===== src/hw/rtl/ptm_pkg.sv =====
`default_nettype none
// ----------------------------------------------------------------------------
// ptm_pkg
// Shared types, codes and constants of the four-level page table mapper.
// ----------------------------------------------------------------------------
package ptm_pkg;

    // pool size default
    localparam int NUM_PAGES_DEF = 64;

    // table geometry and entry format
    localparam int SLOT_W     = 9;
    localparam int ENTRIES    = 512;
    localparam int FRAME_W    = 40;
    localparam int ENTRY_W    = 52;
    localparam int VPN_W      = 36;
    localparam int PAGE_SHIFT = 12;

    localparam logic [ENTRY_W-1:0] FLAG_P = 52'h1;
    localparam logic [ENTRY_W-1:0] FLAG_W = 52'h2;
    localparam logic [ENTRY_W-1:0] FLAG_U = 52'h4;

    // operation codes
    localparam logic [1:0] OP_MAP       = 2'd0;
    localparam logic [1:0] OP_MAP_FRESH = 2'd1;
    localparam logic [1:0] OP_KROOT     = 2'd2;
    localparam logic [1:0] OP_CLONE     = 2'd3;

    // result status codes
    localparam logic [1:0] ST_OK    = 2'd0;
    localparam logic [1:0] ST_NOMEM = 2'd1;
    localparam logic [1:0] ST_BAD   = 2'd2;

    // config register index (address bit 3)
    localparam logic REG_POOL_BASE = 1'b0;

    typedef struct packed {
        logic [1:0]         op;
        logic [5:0]         root_page;
        logic [VPN_W-1:0]   virtual_page;
        logic [FRAME_W-1:0] frame;
        logic               user;
    } in_item_t;

    typedef struct packed {
        logic [1:0]         status;
        logic [5:0]         page_index;
        logic [ENTRY_W-1:0] leaf_entry;
        logic [6:0]         pages_used;
    } out_item_t;

    typedef enum logic [1:0] {
        ADDR_WALK,
        ADDR_NEW,
        ADDR_KROOT
    } addr_sel_t;

    typedef enum logic [1:0] {
        WD_ZERO,
        WD_LINK,
        WD_LEAF,
        WD_COPY
    } wdata_sel_t;

    // controller to datapath commands
    typedef struct packed {
        logic       load_item;
        logic       start_walk;
        logic       alloc;
        logic       set_kroot;
        logic       set_pidx;
        logic       use_fresh;
        logic       cnt_clr;
        logic       cnt_inc;
        logic       mem_rd;
        logic       mem_wr;
        addr_sel_t  addr_sel;
        wdata_sel_t wdata_sel;
        logic       entry_from_mem;
        logic       entry_from_link;
        logic       step;
        logic       set_status;
        logic [1:0] status_code;
        logic       set_leaf;
        logic       emit;
    } cmd_t;

    // datapath to controller status
    typedef struct packed {
        logic [1:0] op;
        logic       root_bad;
        logic       pool_full;
        logic       kroot_bad;
        logic       present;
        logic       link_bad;
        logic       cnt_last;
        logic       level_one;
        logic       out_free;
    } stat_t;

endpackage
`default_nettype wire


===== src/hw/rtl/ptm_ctrl.sv =====
`default_nettype none
// ----------------------------------------------------------------------------
// ptm_ctrl
// Sequencer for walks, page clears, root clones and result transfer.
// ----------------------------------------------------------------------------
module ptm_ctrl
    import ptm_pkg::*;
(
    input  wire logic  clk,
    input  wire logic  rst_n,
    input  wire logic  in_valid,
    output logic       in_stall,
    input  wire stat_t stat,
    output cmd_t       cmd
);

    typedef enum logic [3:0] {
        S_IDLE,
        S_CHECK,
        S_CLEAR,
        S_RD,
        S_RDW,
        S_LINK,
        S_LEAF,
        S_COPY_RD,
        S_COPY_WR,
        S_DONE
    } state_t;

    typedef enum logic [1:0] {
        R_WALK,
        R_LINK,
        R_DONE
    } ret_t;

    state_t state_reg, state_next;
    ret_t   ret_reg, ret_next;

    // state and return point
    always_ff @(posedge clk or negedge rst_n)
    begin
        if (!rst_n)
        begin
            state_reg <= S_IDLE;
            ret_reg   <= R_DONE;
        end
        else
        begin
            state_reg <= state_next;
            ret_reg   <= ret_next;
        end
    end

    assign in_stall = state_reg != S_IDLE;

    // next state and commands
    always_comb
    begin
        cmd        = '0;
        state_next = state_reg;
        ret_next   = ret_reg;
        case (state_reg)
            S_IDLE:
            begin
                if (in_valid)
                begin
                    cmd.load_item = 1'b1;
                    state_next    = S_CHECK;
                end
            end
            S_CHECK:
            begin
                case (stat.op)
                    OP_MAP:
                    begin
                        if (stat.root_bad)
                        begin
                            cmd.set_status  = 1'b1;
                            cmd.status_code = ST_BAD;
                            state_next      = S_DONE;
                        end
                        else
                        begin
                            cmd.start_walk = 1'b1;
                            state_next     = S_RD;
                        end
                    end
                    OP_MAP_FRESH:
                    begin
                        if (stat.root_bad)
                        begin
                            cmd.set_status  = 1'b1;
                            cmd.status_code = ST_BAD;
                            state_next      = S_DONE;
                        end
                        else if (stat.pool_full)
                        begin
                            cmd.set_status  = 1'b1;
                            cmd.status_code = ST_NOMEM;
                            state_next      = S_DONE;
                        end
                        else
                        begin
                            cmd.alloc     = 1'b1;
                            cmd.use_fresh = 1'b1;
                            cmd.set_pidx  = 1'b1;
                            cmd.cnt_clr   = 1'b1;
                            ret_next      = R_WALK;
                            state_next    = S_CLEAR;
                        end
                    end
                    OP_KROOT:
                    begin
                        if (stat.pool_full)
                        begin
                            cmd.set_status  = 1'b1;
                            cmd.status_code = ST_NOMEM;
                            state_next      = S_DONE;
                        end
                        else
                        begin
                            cmd.alloc     = 1'b1;
                            cmd.set_kroot = 1'b1;
                            cmd.set_pidx  = 1'b1;
                            cmd.cnt_clr   = 1'b1;
                            ret_next      = R_DONE;
                            state_next    = S_CLEAR;
                        end
                    end
                    default:
                    begin
                        if (stat.kroot_bad)
                        begin
                            cmd.set_status  = 1'b1;
                            cmd.status_code = ST_BAD;
                            state_next      = S_DONE;
                        end
                        else if (stat.pool_full)
                        begin
                            cmd.set_status  = 1'b1;
                            cmd.status_code = ST_NOMEM;
                            state_next      = S_DONE;
                        end
                        else
                        begin
                            cmd.alloc    = 1'b1;
                            cmd.set_pidx = 1'b1;
                            cmd.cnt_clr  = 1'b1;
                            state_next   = S_COPY_RD;
                        end
                    end
                endcase
            end
            // zero a freshly allocated page, one entry a cycle
            S_CLEAR:
            begin
                cmd.mem_wr    = 1'b1;
                cmd.addr_sel  = ADDR_NEW;
                cmd.wdata_sel = WD_ZERO;
                cmd.cnt_inc   = 1'b1;
                if (stat.cnt_last)
                begin
                    case (ret_reg)
                        R_WALK:
                        begin
                            cmd.start_walk = 1'b1;
                            state_next     = S_RD;
                        end
                        R_LINK:  state_next = S_LINK;
                        default: state_next = S_DONE;
                    endcase
                end
            end
            S_RD:
            begin
                cmd.mem_rd   = 1'b1;
                cmd.addr_sel = ADDR_WALK;
                state_next   = S_RDW;
            end
            // follow a present entry or create the missing table
            S_RDW:
            begin
                if (stat.present)
                begin
                    cmd.entry_from_mem = 1'b1;
                    state_next         = S_LINK;
                end
                else if (stat.pool_full)
                begin
                    cmd.set_status  = 1'b1;
                    cmd.status_code = ST_NOMEM;
                    state_next      = S_DONE;
                end
                else
                begin
                    cmd.alloc           = 1'b1;
                    cmd.mem_wr          = 1'b1;
                    cmd.addr_sel        = ADDR_WALK;
                    cmd.wdata_sel       = WD_LINK;
                    cmd.entry_from_link = 1'b1;
                    cmd.cnt_clr         = 1'b1;
                    ret_next            = R_LINK;
                    state_next          = S_CLEAR;
                end
            end
            S_LINK:
            begin
                if (stat.link_bad)
                begin
                    cmd.set_status  = 1'b1;
                    cmd.status_code = ST_BAD;
                    state_next      = S_DONE;
                end
                else
                begin
                    cmd.step   = 1'b1;
                    state_next = stat.level_one ? S_LEAF : S_RD;
                end
            end
            S_LEAF:
            begin
                cmd.mem_wr    = 1'b1;
                cmd.addr_sel  = ADDR_WALK;
                cmd.wdata_sel = WD_LEAF;
                cmd.set_leaf  = 1'b1;
                state_next    = S_DONE;
            end
            // copy kernel root entries into the new root
            S_COPY_RD:
            begin
                cmd.mem_rd   = 1'b1;
                cmd.addr_sel = ADDR_KROOT;
                state_next   = S_COPY_WR;
            end
            S_COPY_WR:
            begin
                cmd.mem_wr    = 1'b1;
                cmd.addr_sel  = ADDR_NEW;
                cmd.wdata_sel = WD_COPY;
                cmd.cnt_inc   = 1'b1;
                state_next    = stat.cnt_last ? S_DONE : S_COPY_RD;
            end
            S_DONE:
            begin
                if (stat.out_free)
                begin
                    cmd.emit   = 1'b1;
                    state_next = S_IDLE;
                end
            end
            default:
            begin
                state_next = S_IDLE;
            end
        endcase
    end

endmodule
`default_nettype wire

===== config.mk =====
export PLATFORM = sky130hd
export DESIGN_NAME = ptm_ctrl
export DESIGN_NICKNAME = d
export VERILOG_FILES = /design/src/hw/rtl/ptm_pkg.sv /design/src/hw/rtl/ptm_ctrl.sv
export SDC_FILE = /design/constraint.sdc
export NUM_CORES = 1
export LEC_CHECK = 0
export BUFFER_PORTS_ARGS = -buffer_cell sky130_fd_sc_hd__buf_2
export CAP_MARGIN = 20
export CORE_MARGIN = 4
export CORE_UTILIZATION = 29
export DETAILED_ROUTE_END_ITERATION = 16
export PLACE_DENSITY = 0.59
export SLEW_MARGIN = 20
export SYNTH_ARGS = -nofsm -noshare
export SYNTH_HDL_FRONTEND = slang
export SYNTH_SLANG_ARGS = --single-unit

===== constraint.sdc =====
create_clock -name clk -period 2.5 [get_ports clk]
set_clock_uncertainty 0.05 [all_clocks]
set_input_delay 0.5 -clock clk [delete_from_list [all_inputs] [get_ports clk]]
set_output_delay 0.5 -clock clk [all_outputs]
set_load 0.05 [all_outputs]

# Word-level counts from Yosys, hierarchy flattened
# Index checks and enable logic that the tools add are counted.
# classes
n_reduce_logical	10
mux	65
n_eq_ne	21
# ops
op	n
$mux 4	11
$pmux 4 s10	1
$mux 3	10
$mux 1	20
$pmux 3 s3	2
$eq 4x3->1 const B	4
$mux 2	6
$pmux 2 s3	2
$pmux 4 s3	1
$mux 5	2
$ne 2x2->1 const B	5
$ne 3x3->1 const B	3
$pmux 1 s3	3
$eq 4x2->1 const B	2
$eq 4x4->1 const B	2
$pmux 1 s2	4
$pmux 2 s2	2
$pmux 4 s2	1
$reduce_and 7->1	1
$eq 2x1->1 const B	2
$eq 4x1->1 const B	1
$logic_not 2->1	2
$logic_not 4->1	1
$reduce_bool 4->1	1
6 further kinds	7
# word_totals
out_inout_bits	23
register_bits	6
wordCells	98

# Longest topological paths before layout
# logic_depth
depth_word	4
ltp_mapped	7
ltp_nobuf	5

# Least setup slack after synthesis
# OpenSTA, ideal clock, no wires.
# synth_timing
kind	input to output
startpoint	input stat[9] in the netlist's numbering
endpoint	output cmd[19] in the netlist's numbering
t_arrival_ns	2.917
stages	4
required_time_ns	1.950
setup_slack_ns	-0.967
cell_sequence	or3b_1 a211oi_1 or2_2 buf_4
# synth_rtl
item	line	text
start, declared	ptm_ctrl.sv:13	input wire stat_t stat,
end, declared	ptm_ctrl.sv:14	output cmd_t cmd

==> results.json <==
{
  "status": "finished, final reports clean",
  "ys_types": 43,
  "crit_slowest_cell": "or4b_4",
  "startpoint_type": "flop",
  "worst-path-buf-inv": 1,
  "first_pass_iters": 4,
  "setup_violations": 0,
  "cts_hold_buf": 0,
  "num_rows": 18,
  "endpoint_kind": "primary output",
  "fin_util": 0.442,
  "root_buffer": "clkbuf_4",
  "hold_class": "input pin to asynchronous set/reset pin",
  "mostFrequentLayoutCell": "buf_2",
  "dieWidth_um": 59.6,
  "cts_buffer_depth": 2,
  "synth_flop_cell": "dfrtp_1",
  "max_stage_delay_ns": 0.55,
  "wire_per_inst_um": 13.6,
  "crit_arrival_ns": 1.92,
  "r2r_start": "state_reg[0]",
  "layout_common_cells": "buf_2, nand2_1, nor2_1",
  "h-tree-depth": 1,
  "clkTransAtPathRegs_ns": 0.05,
  "worst_slew_pin_slew_ns": 0.368,
  "overflow": 0,
  "antenna_left": 0,
  "period_minus_slack_ns": 2.47,
  "die_h_um": 59.6,
  "cts_tree": "built",
  "area_delta_synth_final_pct": 43.5,
  "p_per_area_mw_per_mm2": 1260,
  "gp_congestion": 0.901,
  "drt_wl_total_mm": 2.43,
  "vias": 961,
  "grt_start_max_net_pins": 23,
  "largest_register_ffs": 4,
  "cts_buffers": 3,
  "nFillCells": 253,
  "slew_headroom": 0.754,
  "grt_setup_unrepaired": "yes",
  "clock-sinks": 6,
  "grt_pass1_vias": 875,
  "required_ns": 1.95,
  "first_iter_violations": 31,
  "ys_seq_area_frac": 0.196,
  "synth.net_count": 125,
  "clk_latency_ns": 0.24,
  "p_leak_nw": 0.516,
  "crit_type": "flop to primary output",
  "cap_violations": 0,
  "synth_warnings": 0,
  "antenna_found_initial": 0,
  "die_area_mm2": 0.00355,
  "met3_usage": 0.0370,
  "async_flop_share": 1.00,
  "ioPinCount": 36,
  "top_usage_layer": "met2",
  "ys_ff_latch": 6,
  "drc": 0,
  "fin_crit_sh": 0.986,
  "track_usage": 0.145,
  "grt_pass1_wl_mm": 3.99,
  "r2r-end": "state_reg[1]",
  "grt_util_met1": 0.197,
  "synth-edff-count": 0,
  "port_buffers": 35,
  "drive_above_1_share": 0.369,
  "worst-path-max-fanout": 4,
  "syn_area_um2": 771,
  "dp.cells": 174,
  "fin_nets": 163,
  "fmax_mhz": 405,
  "final_cells": 179,
  "hpwl_mm": 1.94,
  "cp_cell_sequence": "or4b_4 -> or3_4 -> o21ai_1 -> buf_6",
  "cp_top_family": "simple AND/OR/NAND/NOR gates",
  "antennaDiodeCount": 0,
  "coreArea_mm2": 0.00250,
  "use_met2": 0.225,
  "r2r_slack_ns": 0.77,
  "drv_slew": 0,
  "synthCells": 112,
  "rr_worst_depth": 6,
  "final_hold_viol_count": 0,
  "via_per_inst": 5.37,
  "syn_area_per_cell_um2": 6.88,
  "ir_drop_uv": 624,
  "start_util": 0.308
}
## cells by family (layout without fill, tap and decap cells)
family,after synthesis,after routing,share of synthesized area
AOI/OAI and AO/OA,33,33,0.278
xor gates and xnor gates,1,1,0.0114
DFF,6,6,0.196
and+or+nand+nor,61,61,0.443
buffers and inverters,11,48,0.0714
## worst max-delay path by stage
stage / cells after the start / startpoint / slack (ns) / endpoint
after CTS: 5 / state_reg[0] / -0.04 / cmd[19]
after global placement: 5 / state_reg[1] / 0.20 / cmd[4]
final: 4 / state_reg[0] / 0.03 / cmd[12]
after floorplan: 4 / stat[9] / -0.23 / cmd[19]
after global routing: 5 / state_reg[0] / -0.02 / cmd[19]
after detailed placement: 5 / stat[9] / 0.20 / cmd[15]
## cell type report
cell class	instances	area (µm²)	share of cell area
sequential	6	151	0.137
tap	30	37.5	0.0339
multi-input combinational	95	617	0.558
timing repair buffer	41	260	0.235
clock buffer	4	26.3	0.0238
inverter	3	13.8	0.0124
## worst reg2reg max path: stages (launching register included)
cell and delay (ns):
dfrtp_1 0.37, or4b_4 0.55, or3_4 0.38, inv_4 0.07, buf_4 0.10, a211oi_1 0.03, nand3_1 0.09
## synthesized netlist by cell type, types with 2 or more instances
| library cell | number | share of area |
|---|---|---|
| nor4bb_1 | 2 | 0.026 |
| nor3_1 | 7 | 0.045 |
| o31ai_1 | 2 | 0.019 |
| o22ai_1 | 2 | 0.016 |
| or3_1 | 2 | 0.016 |
| nand2b_1 | 5 | 0.041 |
| inv_1 | 2 | 0.0097 |
| o21ai_0 | 8 | 0.052 |
| nor2b_1 | 4 | 0.032 |
| nand3_1 | 2 | 0.013 |
| nand2_1 | 14 | 0.068 |
| a2bb2oi_1 | 2 | 0.023 |
| and3_1 | 3 | 0.024 |
| a31oi_1 | 2 | 0.016 |
| a21oi_1 | 6 | 0.039 |
| clkbuf_1 | 5 | 0.024 |
| a211oi_1 | 3 | 0.029 |
| nor2_1 | 12 | 0.058 |
| dfrtp_1 | 5 | 0.16 |
## per-layer routing
metal	vias to the layer above	wire, µm
li1	481	-
met3	2	208
met4	0	19
met1	435	1040
met5	-	0
met2	43	1160
## per-stage QoR
stage	area (µm²)	setup TNS, ns	total power, mW	worst slack [ns]	hold WS (ns)
6_report	1110	0	1.39	0.0338	0.0178
5_1_grt	1110	-0.0417	1.50	-0.0189	0.0125
4_1_cts	1040	-0.0734	1.33	-0.0367	0.0134
3_5_place_dp	1010	0	1.21	0.196	0.279
3_3_place_gp	1010	0	1.22	0.200	0.282
2_1_floorplan	798	-0.346	0.983	-0.230	0.154
## what timing repair did
action / 4_1_cts / 5_1_grt
gates resized for setup: 3 / 17
gates cloned: 0 / 0
setup buffers: 0 / 1
endpoints found under the setup margin: 5 / 6
## power breakdown
part / internal, mW / switching, mW / leakage, nW / total (mW)
Clock: 0.0604 / 0.0341 / 0.0150 / 0.0945
Sequential: 0.145 / 0.0329 / 0.0741 / 0.178
Combinational: 0.361 / 0.759 / 0.427 / 1.12
Total: 0.567 / 0.826 / 0.516 / 1.39
Power figures use the tool's default switching activity.
